<file path="src/design/l4swem_pkg.sv">
// Shared types, constants and helper functions of the L4S WRED ECN marker.
`timescale 1ns / 1ps
`default_nettype none

package l4swem_pkg;

  localparam int NUM_QUEUES     = 64;
  localparam int NUM_PROFILES   = 4;
  localparam int NUM_PRIORITIES = 8;

  localparam int PROF_DEPTH = NUM_PROFILES * NUM_PRIORITIES;
  localparam int QAW = (NUM_QUEUES > 1) ? $clog2(NUM_QUEUES) : 1;
  localparam int PAW = (PROF_DEPTH > 1) ? $clog2(PROF_DEPTH) : 1;

  localparam int UTIL_W  = 7;
  localparam int PROB_W  = 11;
  localparam int SLOPE_W = 8;
  localparam int PROD_W  = UTIL_W + SLOPE_W;

  localparam logic [PROB_W-1:0] PROB_MAX_Q4   = 11'd2032;
  localparam logic [7:0]        RAND_MOD      = 8'd127;
  localparam int                Q4_SHIFT      = 4;
  localparam logic [7:0]        ECN_KEEP_MASK = 8'hfc;
  localparam logic [1:0]        ECN_CE        = 2'd3;

  localparam logic [8:0] QIDX_LIMIT = 9'(NUM_QUEUES);
  localparam logic [4:0] PROF_LIMIT = 5'(NUM_PROFILES);
  localparam logic [4:0] PRI_LIMIT  = 5'(NUM_PRIORITIES);
  localparam logic [8:0] PRI_COUNT  = 9'(NUM_PRIORITIES);

  typedef enum logic [1:0] {
    REQ_PACKET   = 2'd0,
    REQ_COUPLING = 2'd1,
    REQ_PROFILE  = 2'd2,
    REQ_RSVD     = 2'd3
  } req_type_e;

  typedef struct packed {
    logic [1:0]  req_type;
    logic [6:0]  lq_util;
    logic [5:0]  queue_sel;
    logic [1:0]  profile_index;
    logic [2:0]  priority_req;
    logic [1:0]  ecn_in;
    logic [31:0] random_word;
    logic [10:0] coupling_q4;
    logic [6:0]  ramp_start;
    logic [7:0]  slope_q4;
    logic [6:0]  drop_threshold;
  } in_req_t;

  typedef struct packed {
    logic        accepted;
    logic        marked;
    logic [1:0]  ecn_out;
    logic [10:0] mark_prob_q4;
  } out_res_t;

  typedef struct packed {
    logic [UTIL_W-1:0]  drop;
    logic [SLOPE_W-1:0] slope;
    logic [UTIL_W-1:0]  start;
  } prof_entry_t;

  typedef struct packed {
    logic [UTIL_W-1:0] util;
    logic [1:0]        ecn;
    logic [6:0]        rmod;
  } pkt_ctx_t;

  // Fold 7-bit digits: 2^7 is 1 modulo 127.
  function automatic logic [6:0] rand_mod127(input logic [31:0] x);
    logic [9:0] s;
    logic [7:0] t;
    s = 10'(x[6:0]) + 10'(x[13:7]) + 10'(x[20:14]) + 10'(x[27:21]) + 10'(x[31:28]);
    t = 8'(s[6:0]) + 8'(s[9:7]);
    if (t >= RAND_MOD) begin
      t = t - RAND_MOD;
    end
    return t[6:0];
  endfunction

endpackage

`default_nettype wire

</file>
<file path="src/design/l4s_wred_ecn_marker.sv">
// L4S WRED ECN marker: top level with request intake, table memories and decision stage.
//
// One request channel (in_valid_i / in_stall_o / in_req_i) carries three kinds of
// request: packet, coupling update and profile write. One result channel
// (out_valid_o / out_stall_i / out_res_o) returns one result per packet; updates
// and profile writes produce none and take effect on the cycle they are accepted.
// A packet reads its coupling entry and profile entry from the memories at the
// accept edge; the decision runs in the next cycle and lands in the output
// register once that register is free, and out_valid_o then rises.
// Throughput is one request per cycle while the receiver does not stall; the two
// memory reads and one multiply per packet are spread over the two stages.
// Reset clears the pipeline and the coupling valid bits, so every coupling
// entry reads as zero until written; profile entries must be written before
// a packet uses them. While the receiver stalls with a result waiting, one more
// packet is held in the decision stage, after which in_stall_o rises.
`timescale 1ns / 1ps
`default_nettype none

module l4s_wred_ecn_marker (
  input  wire logic                  clk_i,
  input  wire logic                  rst_ni,
  input  wire logic                  in_valid_i,
  output logic                       in_stall_o,
  input  wire l4swem_pkg::in_req_t   in_req_i,
  output logic                       out_valid_o,
  input  wire logic                  out_stall_i,
  output l4swem_pkg::out_res_t       out_res_o
);

  logic accept, is_pkt, is_coup, is_prof;
  logic q_ok, prof_ok, pkt_acc, load;
  logic s1_valid_q;
  logic q_ok_q, prof_ok_q;
  l4swem_pkg::pkt_ctx_t ctx_d, ctx_q;
  l4swem_pkg::prof_entry_t prof_wr, prof_rd, prof_eff;
  logic [l4swem_pkg::PROB_W-1:0] coup_sat, coup_rd, coup_eff;
  logic [7:0] qidx_ext;
  logic [8:0] slot_ext;
  logic [l4swem_pkg::QAW-1:0] qaddr;
  logic [l4swem_pkg::PAW-1:0] paddr;

  assign in_stall_o = s1_valid_q && !load;
  assign accept     = in_valid_i && !in_stall_o;

  assign is_pkt  = in_req_i.req_type == l4swem_pkg::REQ_PACKET;
  assign is_coup = in_req_i.req_type == l4swem_pkg::REQ_COUPLING;
  assign is_prof = in_req_i.req_type == l4swem_pkg::REQ_PROFILE;

  assign qidx_ext = {2'b0, in_req_i.queue_sel};
  assign qaddr    = qidx_ext[l4swem_pkg::QAW-1:0];
  assign q_ok     = {1'b0, qidx_ext} < l4swem_pkg::QIDX_LIMIT;

  assign slot_ext = 9'(in_req_i.profile_index) * l4swem_pkg::PRI_COUNT
                  + 9'(in_req_i.priority_req);
  assign paddr    = slot_ext[l4swem_pkg::PAW-1:0];
  assign prof_ok  = ({3'b0, in_req_i.profile_index} < l4swem_pkg::PROF_LIMIT) &&
                    ({2'b0, in_req_i.priority_req} < l4swem_pkg::PRI_LIMIT);

  assign pkt_acc = accept && is_pkt;

  assign coup_sat = (in_req_i.coupling_q4 > l4swem_pkg::PROB_MAX_Q4) ?
                    l4swem_pkg::PROB_MAX_Q4 : in_req_i.coupling_q4;

  assign prof_wr.start = in_req_i.ramp_start;
  assign prof_wr.slope = in_req_i.slope_q4;
  assign prof_wr.drop  = in_req_i.drop_threshold;

  assign ctx_d.util = in_req_i.lq_util;
  assign ctx_d.ecn  = in_req_i.ecn_in;
  assign ctx_d.rmod = l4swem_pkg::rand_mod127(in_req_i.random_word);

  l4swem_coup_ram u_coup_ram (
    .clk_i     (clk_i),
    .rst_ni    (rst_ni),
    .wr_en_i   (accept && is_coup && q_ok),
    .wr_addr_i (qaddr),
    .wr_data_i (coup_sat),
    .rd_en_i   (pkt_acc),
    .rd_addr_i (qaddr),
    .rd_data_o (coup_rd)
  );

  l4swem_prof_ram u_prof_ram (
    .clk_i     (clk_i),
    .wr_en_i   (accept && is_prof && prof_ok),
    .wr_addr_i (paddr),
    .wr_data_i (prof_wr),
    .rd_en_i   (pkt_acc),
    .rd_addr_i (paddr),
    .rd_data_o (prof_rd)
  );

  always_ff @(posedge clk_i or negedge rst_ni) begin
    if (!rst_ni) begin
      s1_valid_q <= 1'b0;
    end else if (!in_stall_o) begin
      s1_valid_q <= pkt_acc;
    end
  end

  always_ff @(posedge clk_i) begin
    if (pkt_acc) begin
      ctx_q     <= ctx_d;
      q_ok_q    <= q_ok;
      prof_ok_q <= prof_ok;
    end
  end

  assign coup_eff = q_ok_q ? coup_rd : '0;
  assign prof_eff = prof_ok_q ? prof_rd : '0;

  l4swem_decide u_decide (
    .clk_i       (clk_i),
    .rst_ni      (rst_ni),
    .s1_valid_i  (s1_valid_q),
    .ctx_i       (ctx_q),
    .prof_i      (prof_eff),
    .coup_i      (coup_eff),
    .load_o      (load),
    .out_valid_o (out_valid_o),
    .out_stall_i (out_stall_i),
    .out_res_o   (out_res_o)
  );

  a_stall_only_when_full: assert property (@(posedge clk_i) disable iff (!rst_ni)
    in_stall_o |-> (s1_valid_q && out_valid_o && out_stall_i))
    else $error("request stalled with room in the pipeline");

  a_pkt_reaches_s1: assert property (@(posedge clk_i) disable iff (!rst_ni)
    pkt_acc |=> s1_valid_q)
    else $error("accepted packet missing from decision stage");

  a_nonpkt_no_result: assert property (@(posedge clk_i) disable iff (!rst_ni)
    (accept && !is_pkt) |=> !s1_valid_q)
    else $error("non-packet request produced a result");

endmodule

`default_nettype wire

</file>
<file path="src/design/l4swem_coup_ram.sv">
// Coupling probability memory with per-entry valid bits cleared at reset.
`timescale 1ns / 1ps
`default_nettype none

module l4swem_coup_ram (
  input  wire logic                            clk_i,
  input  wire logic                            rst_ni,
  input  wire logic                            wr_en_i,
  input  wire logic [l4swem_pkg::QAW-1:0]      wr_addr_i,
  input  wire logic [l4swem_pkg::PROB_W-1:0]   wr_data_i,
  input  wire logic                            rd_en_i,
  input  wire logic [l4swem_pkg::QAW-1:0]      rd_addr_i,
  output logic      [l4swem_pkg::PROB_W-1:0]   rd_data_o
);

  logic [l4swem_pkg::PROB_W-1:0] mem_q [l4swem_pkg::NUM_QUEUES];
  logic [l4swem_pkg::NUM_QUEUES-1:0] vld_q;
  logic [l4swem_pkg::PROB_W-1:0] rd_q;
  logic rd_vld_q;

  always_ff @(posedge clk_i) begin
    if (wr_en_i) begin
      mem_q[wr_addr_i] <= wr_data_i;
    end
    if (rd_en_i) begin
      rd_q <= mem_q[rd_addr_i];
    end
  end

  always_ff @(posedge clk_i or negedge rst_ni) begin
    if (!rst_ni) begin
      vld_q    <= '0;
      rd_vld_q <= 1'b0;
    end else begin
      if (wr_en_i) begin
        vld_q[wr_addr_i] <= 1'b1;
      end
      if (rd_en_i) begin
        rd_vld_q <= vld_q[rd_addr_i];
      end
    end
  end

  assign rd_data_o = rd_vld_q ? rd_q : '0;

endmodule

`default_nettype wire

</file>
<file path="src/design/l4swem_prof_ram.sv">
// Profile memory holding start point, slope and drop point per slot.
`timescale 1ns / 1ps
`default_nettype none

module l4swem_prof_ram (
  input  wire logic                         clk_i,
  input  wire logic                         wr_en_i,
  input  wire logic [l4swem_pkg::PAW-1:0]   wr_addr_i,
  input  wire l4swem_pkg::prof_entry_t      wr_data_i,
  input  wire logic                         rd_en_i,
  input  wire logic [l4swem_pkg::PAW-1:0]   rd_addr_i,
  output l4swem_pkg::prof_entry_t           rd_data_o
);

  l4swem_pkg::prof_entry_t mem_q [l4swem_pkg::PROF_DEPTH];
  l4swem_pkg::prof_entry_t rd_q;

  always_ff @(posedge clk_i) begin
    if (wr_en_i) begin
      mem_q[wr_addr_i] <= wr_data_i;
    end
    if (rd_en_i) begin
      rd_q <= mem_q[rd_addr_i];
    end
  end

  assign rd_data_o = rd_q;

endmodule

`default_nettype wire

</file>
<file path="src/design/l4swem_decide.sv">
// Ramp probability, coupling max, drop and mark decision, and output register.
`timescale 1ns / 1ps
`default_nettype none

module l4swem_decide (
  input  wire logic                           clk_i,
  input  wire logic                           rst_ni,
  input  wire logic                           s1_valid_i,
  input  wire l4swem_pkg::pkt_ctx_t           ctx_i,
  input  wire l4swem_pkg::prof_entry_t        prof_i,
  input  wire logic [l4swem_pkg::PROB_W-1:0]  coup_i,
  output logic                                load_o,
  output logic                                out_valid_o,
  input  wire logic                           out_stall_i,
  output l4swem_pkg::out_res_t                out_res_o
);

  logic out_valid_q;
  l4swem_pkg::out_res_t res_q, res_d;
  logic [l4swem_pkg::UTIL_W-1:0] diff;
  logic [l4swem_pkg::PROD_W-1:0] prod;
  logic [l4swem_pkg::PROB_W-1:0] ramp, prob, rand_q4;
  logic [7:0] ecn_wide;
  logic out_free;

  always_comb begin
    diff = (ctx_i.util > prof_i.start) ? (ctx_i.util - prof_i.start) : '0;
    prod = l4swem_pkg::PROD_W'(diff) * l4swem_pkg::PROD_W'(prof_i.slope);
    ramp = (prod > l4swem_pkg::PROD_W'(l4swem_pkg::PROB_MAX_Q4)) ?
           l4swem_pkg::PROB_MAX_Q4 : prod[l4swem_pkg::PROB_W-1:0];
    prob = (coup_i > ramp) ? coup_i : ramp;
    rand_q4 = {ctx_i.rmod, {l4swem_pkg::Q4_SHIFT{1'b0}}};
    ecn_wide = ({6'b0, ctx_i.ecn} & l4swem_pkg::ECN_KEEP_MASK) | {6'b0, l4swem_pkg::ECN_CE};
    res_d.accepted = ctx_i.util < prof_i.drop;
    res_d.marked = res_d.accepted && (rand_q4 < prob);
    res_d.ecn_out = res_d.marked ? ecn_wide[1:0] : ctx_i.ecn;
    res_d.mark_prob_q4 = prob;
  end

  assign out_free = !out_valid_q || !out_stall_i;
  assign load_o   = s1_valid_i && out_free;

  always_ff @(posedge clk_i or negedge rst_ni) begin
    if (!rst_ni) begin
      out_valid_q <= 1'b0;
    end else if (out_free) begin
      out_valid_q <= s1_valid_i;
    end
  end

  always_ff @(posedge clk_i) begin
    if (load_o) begin
      res_q <= res_d;
    end
  end

  assign out_valid_o = out_valid_q;
  assign out_res_o   = res_q;

  a_mark_needs_accept: assert property (@(posedge clk_i) disable iff (!rst_ni)
    out_valid_q |-> (!res_q.marked || res_q.accepted))
    else $error("marked result not accepted");

  a_prob_bound: assert property (@(posedge clk_i) disable iff (!rst_ni)
    out_valid_q |-> (res_q.mark_prob_q4 <= l4swem_pkg::PROB_MAX_Q4))
    else $error("probability above maximum");

  a_mark_ce: assert property (@(posedge clk_i) disable iff (!rst_ni)
    (out_valid_q && res_q.marked) |-> (res_q.ecn_out == l4swem_pkg::ECN_CE))
    else $error("marked result without CE");

  a_no_overwrite: assert property (@(posedge clk_i) disable iff (!rst_ni)
    (out_valid_q && out_stall_i) |-> !load_o)
    else $error("output register loaded while held");

  a_no_lost_s1: assert property (@(posedge clk_i) disable iff (!rst_ni)
    (s1_valid_i && !load_o) |=> out_valid_q)
    else $error("pending packet with empty output");

endmodule

`default_nettype wire
</file>
<file path="config.mk">
export PLATFORM = sky130hd
export DESIGN_NAME = l4s_wred_ecn_marker
export DESIGN_NICKNAME = d
export VERILOG_FILES = /design/src/design/l4swem_pkg.sv /design/src/design/l4s_wred_ecn_marker.sv /design/src/design/l4swem_coup_ram.sv /design/src/design/l4swem_prof_ram.sv /design/src/design/l4swem_decide.sv
export SDC_FILE = /design/constraint.sdc
export NUM_CORES = 2
export LEC_CHECK = 0
export ABC_AREA = 0
export BUFFER_PORTS_ARGS = -buffer_cell sky130_fd_sc_hd__buf_2
export CORE_MARGIN = 10
export CORE_UTILIZATION = 56
export DETAILED_ROUTE_END_ITERATION = 8
export PLACE_DENSITY = 0.78
export SETUP_SLACK_MARGIN = 0.05
export SYNTH_ARGS = -nofsm -noshare
export SYNTH_HDL_FRONTEND = slang
export SYNTH_SLANG_ARGS = --single-unit
</file>
<file path="constraint.sdc">
create_clock -name clk_i -period 11.8 [get_ports clk_i]
set_input_delay 1.77 -clock clk_i [delete_from_list [all_inputs] [get_ports clk_i]]
set_output_delay 1.77 -clock clk_i [all_outputs]
set_load 0.02 [all_outputs]
</file>
* Yosys cells after proc, flatten, opt, wreduce, memory -nomap -nowiden
Memory sizes are Yosys's and may differ from the RTL's. A register that Yosys moved wholly into a read port is not among the register bits.
Cells that the tools add are included.
** Word-level totals
- Bits in writable memories :: 1408
- Output and inout port bits :: 17
- Register bits after elaboration :: 99
- Logic and storage cells :: 66
- Memories :: 2
** Operators by class
- Multipliers :: 1
- Add/sub/neg operators :: 8
- Reductions and logical operators :: 15
- Multiplexer cells :: 15
- Equality and inequality tests :: 2
- $lt $le $gt $ge :: 10
- Bitwise operators :: 1
** Memory list
- u_coup_ram.mem_q :: words 64, width 11, read ports 1, clocked after memory_dff 1, wr ports 1, line l4swem_coup_ram.sv:16 : logic [l4swem_pkg::PROB_W-1:0] mem_q [l4swem_pkg::NUM_QUEUES];
- u_prof_ram.mem_q :: words 32, width 22, read ports 1, clocked after memory_dff 1, wr ports 1, line l4swem_prof_ram.sv:15 : l4swem_pkg::prof_entry_t mem_q [l4swem_pkg::PROF_DEPTH];
** Operator list (number)
- $or A64 B64 Y64 :: 1
- $mux W11 :: 5
- $gt A15 B11 Y1 const B :: 1
- $mul A7 B8 Y15 :: 1
- $lt A6 B7 Y1 const B :: 2
- $mux W7 :: 2
- $gt A11 B11 Y1 :: 1
- $gt A11 B11 Y1 const B :: 1
- $lt A11 B11 Y1 :: 1
- $add A10 B4 Y10 :: 1
- $add A9 B7 Y10 :: 1
- $add A8 B7 Y9 :: 1
- $logic_and A1 B1 Y1 :: 9
- $add A7 B3 Y8 :: 1
- $add A7 B7 Y8 :: 1
- $ge A8 B7 Y1 const B :: 1
- $gt A7 B7 Y1 :: 1
- $lt A7 B7 Y1 :: 1
- $sub A7 B7 Y7 :: 1
- $sub A7 B7 Y7 const B :: 1
- $bmux W1 S6 :: 1
- $demux W1 S6 :: 1
- $ge A6 B1 Y1 const B :: 1
- $mux W1 :: 6
- other kinds (6) :: 9

* Logic depth before layout (Yosys ltp)
- Depth after elaboration :: 11
- Mapped depth :: 44
- Mapped depth without buffers :: 41

* Modules after synthesis
Synthesis repeated with hierarchy kept, for this count alone.
** Unflattened totals
- Cells, all modules :: 3471
- Area, all modules :: 63653.5 µm²
** Modules (own cells, without submodules)
- l4swem_coup_ram :: instances 1, area an instance 30018.8 µm², cells an instance 1329
- l4swem_prof_ram :: instances 1, area an instance 28205.8 µm², cells an instance 1550
- l4swem_decide :: instances 1, area an instance 3629.7 µm², cells an instance 417
- l4s_wred_ecn_marker :: instances 1, area an instance 1799.2 µm², cells an instance 175

* Worst setup path before layout
OpenSTA, ideal clock, no wires.
- Path type :: reg2reg
- Start point :: reg ctx_q[9] (netlist bit)
- End point :: reg u_decide.res_q (netlist bit u_decide.out_res_o[11]) (data pin)
- Setup slack :: 2.517 ns
- Period minus slack after synthesis :: 9.283 ns
- Path buffers :: 3
- Cell stages (with the launch flop) :: 44
- Arrival time :: 9.130 ns
- Path through :: edfxtp_1 -> inv_1 -> ha_1 -> inv_1 -> fa_1 -> a21o_1 -> a21oi_1 -> o21ai_0 -> a21oi_1 -> xnor2_1 -> and2_1 -> nand2_1 -> fa_1 -> fa_1 -> inv_1 -> fa_1 -> inv_1 -> fa_1 -> (+8 left out) -> buf_6 -> nand3b_1 -> ha_1 -> nand2b_1 -> a211oi_1 -> o21ai_0 -> a211oi_1 -> clkbuf_1 -> nor2_1 -> a22o_1 -> ha_1 -> a21o_1 -> a21oi_1 -> o211a_1 -> o21bai_1 -> a211oi_1 -> nand4b_1 -> o21ai_0
** Between the ends
- Cells in the longest elaborated chain, start to end :: 9
- Elaborated cells on any way between the ends :: 11
- Classes of those cells :: 1 x add/sub; 1 x mul; 5 x order compare; 3 x mux; 1 x reduce/logical
** RTL lines
- start: declaration :: line l4s_wred_ecn_marker.sv:34 : l4swem_pkg::pkt_ctx_t ctx_d, ctx_q;
- start signal: assignment :: line l4s_wred_ecn_marker.sv:103 : ctx_q <= ctx_d;
- $sub A7 B7 Y7 / $gt A7 B7 Y1 (equally long branches) :: line l4swem_decide.sv:27 : diff = (ctx_i.util > prof_i.start) ? (ctx_i.util - prof_i.start) : '0;
- $mux W7 :: line l4swem_decide.sv:27
- $mul A7 B8 Y15 :: line l4swem_decide.sv:28 : prod = l4swem_pkg::PROD_W'(diff) * l4swem_pkg::PROD_W'(prof_i.slope);
- $gt A15 B11 Y1 :: line l4swem_decide.sv:29 : ramp = (prod > l4swem_pkg::PROD_W'(l4swem_pkg::PROB_MAX_Q4)) ?
- $mux W11 :: line l4swem_decide.sv:29
- $gt A11 B11 Y1 :: line l4swem_decide.sv:31 : prob = (coup_i > ramp) ? coup_i : ramp;
- $mux W11 :: line l4swem_decide.sv:31
- $lt A11 B11 Y1 :: line l4swem_decide.sv:35 : res_d.marked = res_d.accepted && (rand_q4 < prob);
- $logic_and A1 B1 Y1 (*) :: line l4swem_decide.sv:35
- end signal: assignment :: line l4swem_decide.sv:53 : res_q <= res_d;
- end: declaration :: line l4swem_decide.sv:19 : l4swem_pkg::out_res_t res_q, res_d;
Mark *: on every way between the ends. The rest lies on a longest branch, timed or not.
A chain may end at the register's enable or synchronous reset.

* Final worst setup path
- Start point :: reg ctx_q[11] (netlist bit)
- End point :: reg u_decide.res_q (netlist bit u_decide.out_res_o[11]) (data pin)
The elaborated chain is that of the path after synthesis.

==> results.json <==
{
  "ys_async_sr_fraction": 0.04353,
  "hold_viol_final": 0,
  "coreArea_mm2": 0.1075,
  "vias": 34310,
  "start_util": 0.5655,
  "synth_common_cells": "edfxtp_1 (1,472), a22oi_1 (324), mux4_2 (177)",
  "finalSetupViolCount": 0,
  "ir_worst_vdd_mv": 0.1374,
  "p_comb_frac": 0.094,
  "swShare": 0.2296,
  "cp.required_ps": 12380,
  "grt_antenna_before_repair": 13,
  "design.die.area_mm2": 0.1221,
  "drv_slew": 0,
  "critPathKind": "reg -> reg",
  "max_freq_ghz": 0.09262,
  "place_area_mm2": 0.06332,
  "firstDrtPassIters": 6,
  "design_area_mm2": 0.06810,
  "synth_area_mm2": 0.06079,
  "grt.overflow.total": 0,
  "p_sw_mw": 2.730,
  "crit_path_start_kind": "register",
  "finalCriticalPeriod_ps": 10800,
  "worstPathArrival_ps": 11380,
  "critical_path.max_fanout": 45,
  "synth_edf_count": 1472,
  "relSlewSlack": 0.02925,
  "io_buffers": 107,
  "crit_slowest_cell": "a211oi_2",
  "wl_per_cell_um": 31.73,
  "synth_most_common_cell": "edfxtp_1",
  "fin_util": 0.6335,
  "finalClockSkew_ps": 29.18,
  "grt.total_usage": 0.2545,
  "multi_input_area_mm2": 0.01427,
  "grt_first_pass_wirelength_mm": 229.4,
  "power.internal_mw": 9.159,
  "yosys.area.top_type": "edfxtp_1",
  "status": "finished, final reports clean",
  "rsz0062_at_grt": "false",
  "root_buffer": "clkbuf_16",
  "fin_nets": 3644,
  "post_cts_buffers": 0,
  "hpwl_mm": 82.86,
  "ys_ff_latch": 1539,
  "clkLatencyLatePin_ps": 760,
  "cts_sinks": 1539,
  "synth_area_leaders": "edfxtp_1 (73%), mux4_2 (6.6%), a22oi_1 (4.0%)",
  "die_y_um": 349.5,
  "syn-num-nets": 3486,
  "cts_tree": "done",
  "drc_errors": 0,
  "h-tree-depth": 4,
  "endpoint_kind": "register",
  "dieWidth_um": 349.5,
  "synth-seq-area-share": 0.7547,
  "syn_to_final_growth_pct": 12.02,
  "clk_pin_slew_worst_paths_ps": 60,
  "ys.flop_type": "edfxtp_1",
  "grt_max_degree": 82,
  "p_clk_frac": 0.394,
  "syn_area_per_cell_um2": 18.62,
  "hold_path.class": "reg -> reg",
  "drive_gt1_frac": 0.2016,
  "worstMarginPinSlew_ps": 1443,
  "seq_area_mm2": 0.04588,
  "row_count": 120,
  "netlist_instances": 3265,
  "power.density_mw_per_mm2": 174.6,
  "fin_crit_sh": 0.9150,
  "cpPeakStageDelay_ps": 830,
  "netlist.area_leader.share": 0.7271,
  "power_mw": 11.89,
  "tns_ps": 0,
  "cts.path.max_buffers": 3,
  "ys_types": 70,
  "total_leakage_power_nw": 22.55,
  "gp_congestion": 0.8618,
  "dp_slack_ps": 926.7,
  "fin_ws_ps": 1003,
  "filler_cell_count": 6951,
  "grt_pass1_vias": 34300,
  "viasPerCell": 6.930,
  "ant_nets": 0,
  "routed_wl_mm": 157.1,
  "yosysWarnings": 0,
  "drt-initial-drc-count": 5219,
  "pin_count": 108,
  "power.share.sequential": 0.512,
  "maxCapViolCount": 0,
  "cts_buffers": 147
}
[state kept, by name, indices dropped and copies added, names as in the netlist, 11 cells and up]
signal and count:
u_coup_ram.mem_q 704, u_coup_ram.rd_q 11, u_decide.out_res_o 15, u_coup_ram.vld_q 64, u_prof_ram.rd_data_o 22, ctx_q 16
u_prof_ram.mem_q 704
[final timing paths]
path | startpoint | endpoint | slack (ps) | cells after the start
setup / recovery | ctx_q[11]$_DFFE_PP_ | u_decide.out_res_o[11]$_SDFFCE_PP1P_ | 1000 | 37
hold / removal | u_coup_ram.vld_q[47]$_DFFE_PN0P_ | u_coup_ram.vld_q[47]$_DFFE_PN0P_ | 470 | 1
setup reg to reg | ctx_q[11]$_DFFE_PP_ | u_decide.out_res_o[11]$_SDFFCE_PP1P_ | 1000 | 37
hold reg to reg | u_coup_ram.vld_q[47]$_DFFE_PN0P_ | u_coup_ram.vld_q[47]$_DFFE_PN0P_ | 470 | 1
max in group asynchronous | rst_ni | u_decide.out_valid_o$_DFFE_PN0P_ | 9890 | 1
min in group asynchronous | rst_ni | u_coup_ram.vld_q[51]$_DFFE_PN0P_ | 1210 | 1
[power groups by stage]
stage / registers [mW] / clock network [mW] / logic, mW
floorplan: 6.20 / 0 / 0.761
global placement: 6.20 / 0 / 1.06
detailed placement: 6.20 / 0 / 1.09
CTS: 6.09 / 4.71 / 1.10
global route: 6.09 / 4.91 / 1.22
finish: 6.09 / 4.69 / 1.11
[final cells by class]
| class | instances | share of cell area |
|---|---|---|
| Multi-Input combinational cell | 1483 | 0.2095 |
| Inverter | 60 | 0.003307 |
| Sequential cell | 1539 | 0.6737 |
| Antenna cell | 7 | 0.0002572 |
| Clock inverter | 76 | 0.01077 |
| Timing Repair Buffer | 192 | 0.01751 |
| Clock buffer | 191 | 0.05916 |
| Tap cell | 1403 | 0.02578 |
[layer usage]
layer	global-route usage	wire, um	share of wire	up-vias
met5	0	37	0.00024	-
met4	0.1117	6287	0.040	6
met3	0.06193	19880	0.13	435
met2	0.3943	74980	0.48	2712
met1	0.3446	55930	0.36	17340
li1	-	-	-	13810
[cells by family after synthesis]
logic type	count (synthesis)	share of synthesized area
flops	1539	0.7547
compound gates	669	0.08422
simple gates	477	0.04203
buf+inv	243	0.01624
mux	178	0.06576
fa+ha+maj	130	0.03268
xor+xnor	29	0.004404
[per-stage QoR]
stage	hold WS, ps	instances
4_1_cts	467.2	4944
6_report	467.7	4951
3_3_place_gp	450.4	4677
2_1_floorplan	436.0	3265
3_5_place_dp	453.0	4677
5_1_grt	480.7	4950
[what timing repair did]
item / 4_1_cts / 5_1_grt
endpoints found under the setup margin: 0 / 3
endpoints found under the hold margin: 0 / 0
resized for setup: 0 / 1
hold buffers: 0 / 0
[cell usage in the layout, fill, tap and decap left out, types with 48 or more instances in the layout]
cell type  Yosys  layout
clkbuf_16      0     151
fa_1          48      48
edfxtp_1    1472    1472
buf_4          2      86
ha_1          82      82
nor2_1       135     100
a31oi_1       61      61
a221oi_1      77      77
nand4_1       57      57
a22oi_1      324     324
or2_2         70      70
a22o_1        83      83
dfrtp_1       67      67
mux4_2       177     177
inv_1         60      60
buf_2         36     104
[critical path, delay by kind of cell (launching register included)]
kind                       cells  cell delay, ps
AOI/OAI and AO/OA             18            5170
adders and majority gates      8            3290
and+or+nand+nor                7            1280
buffers and inverters          4             440
DFF                            1             420
No activity file was read; power rests on OpenSTA's default activity.
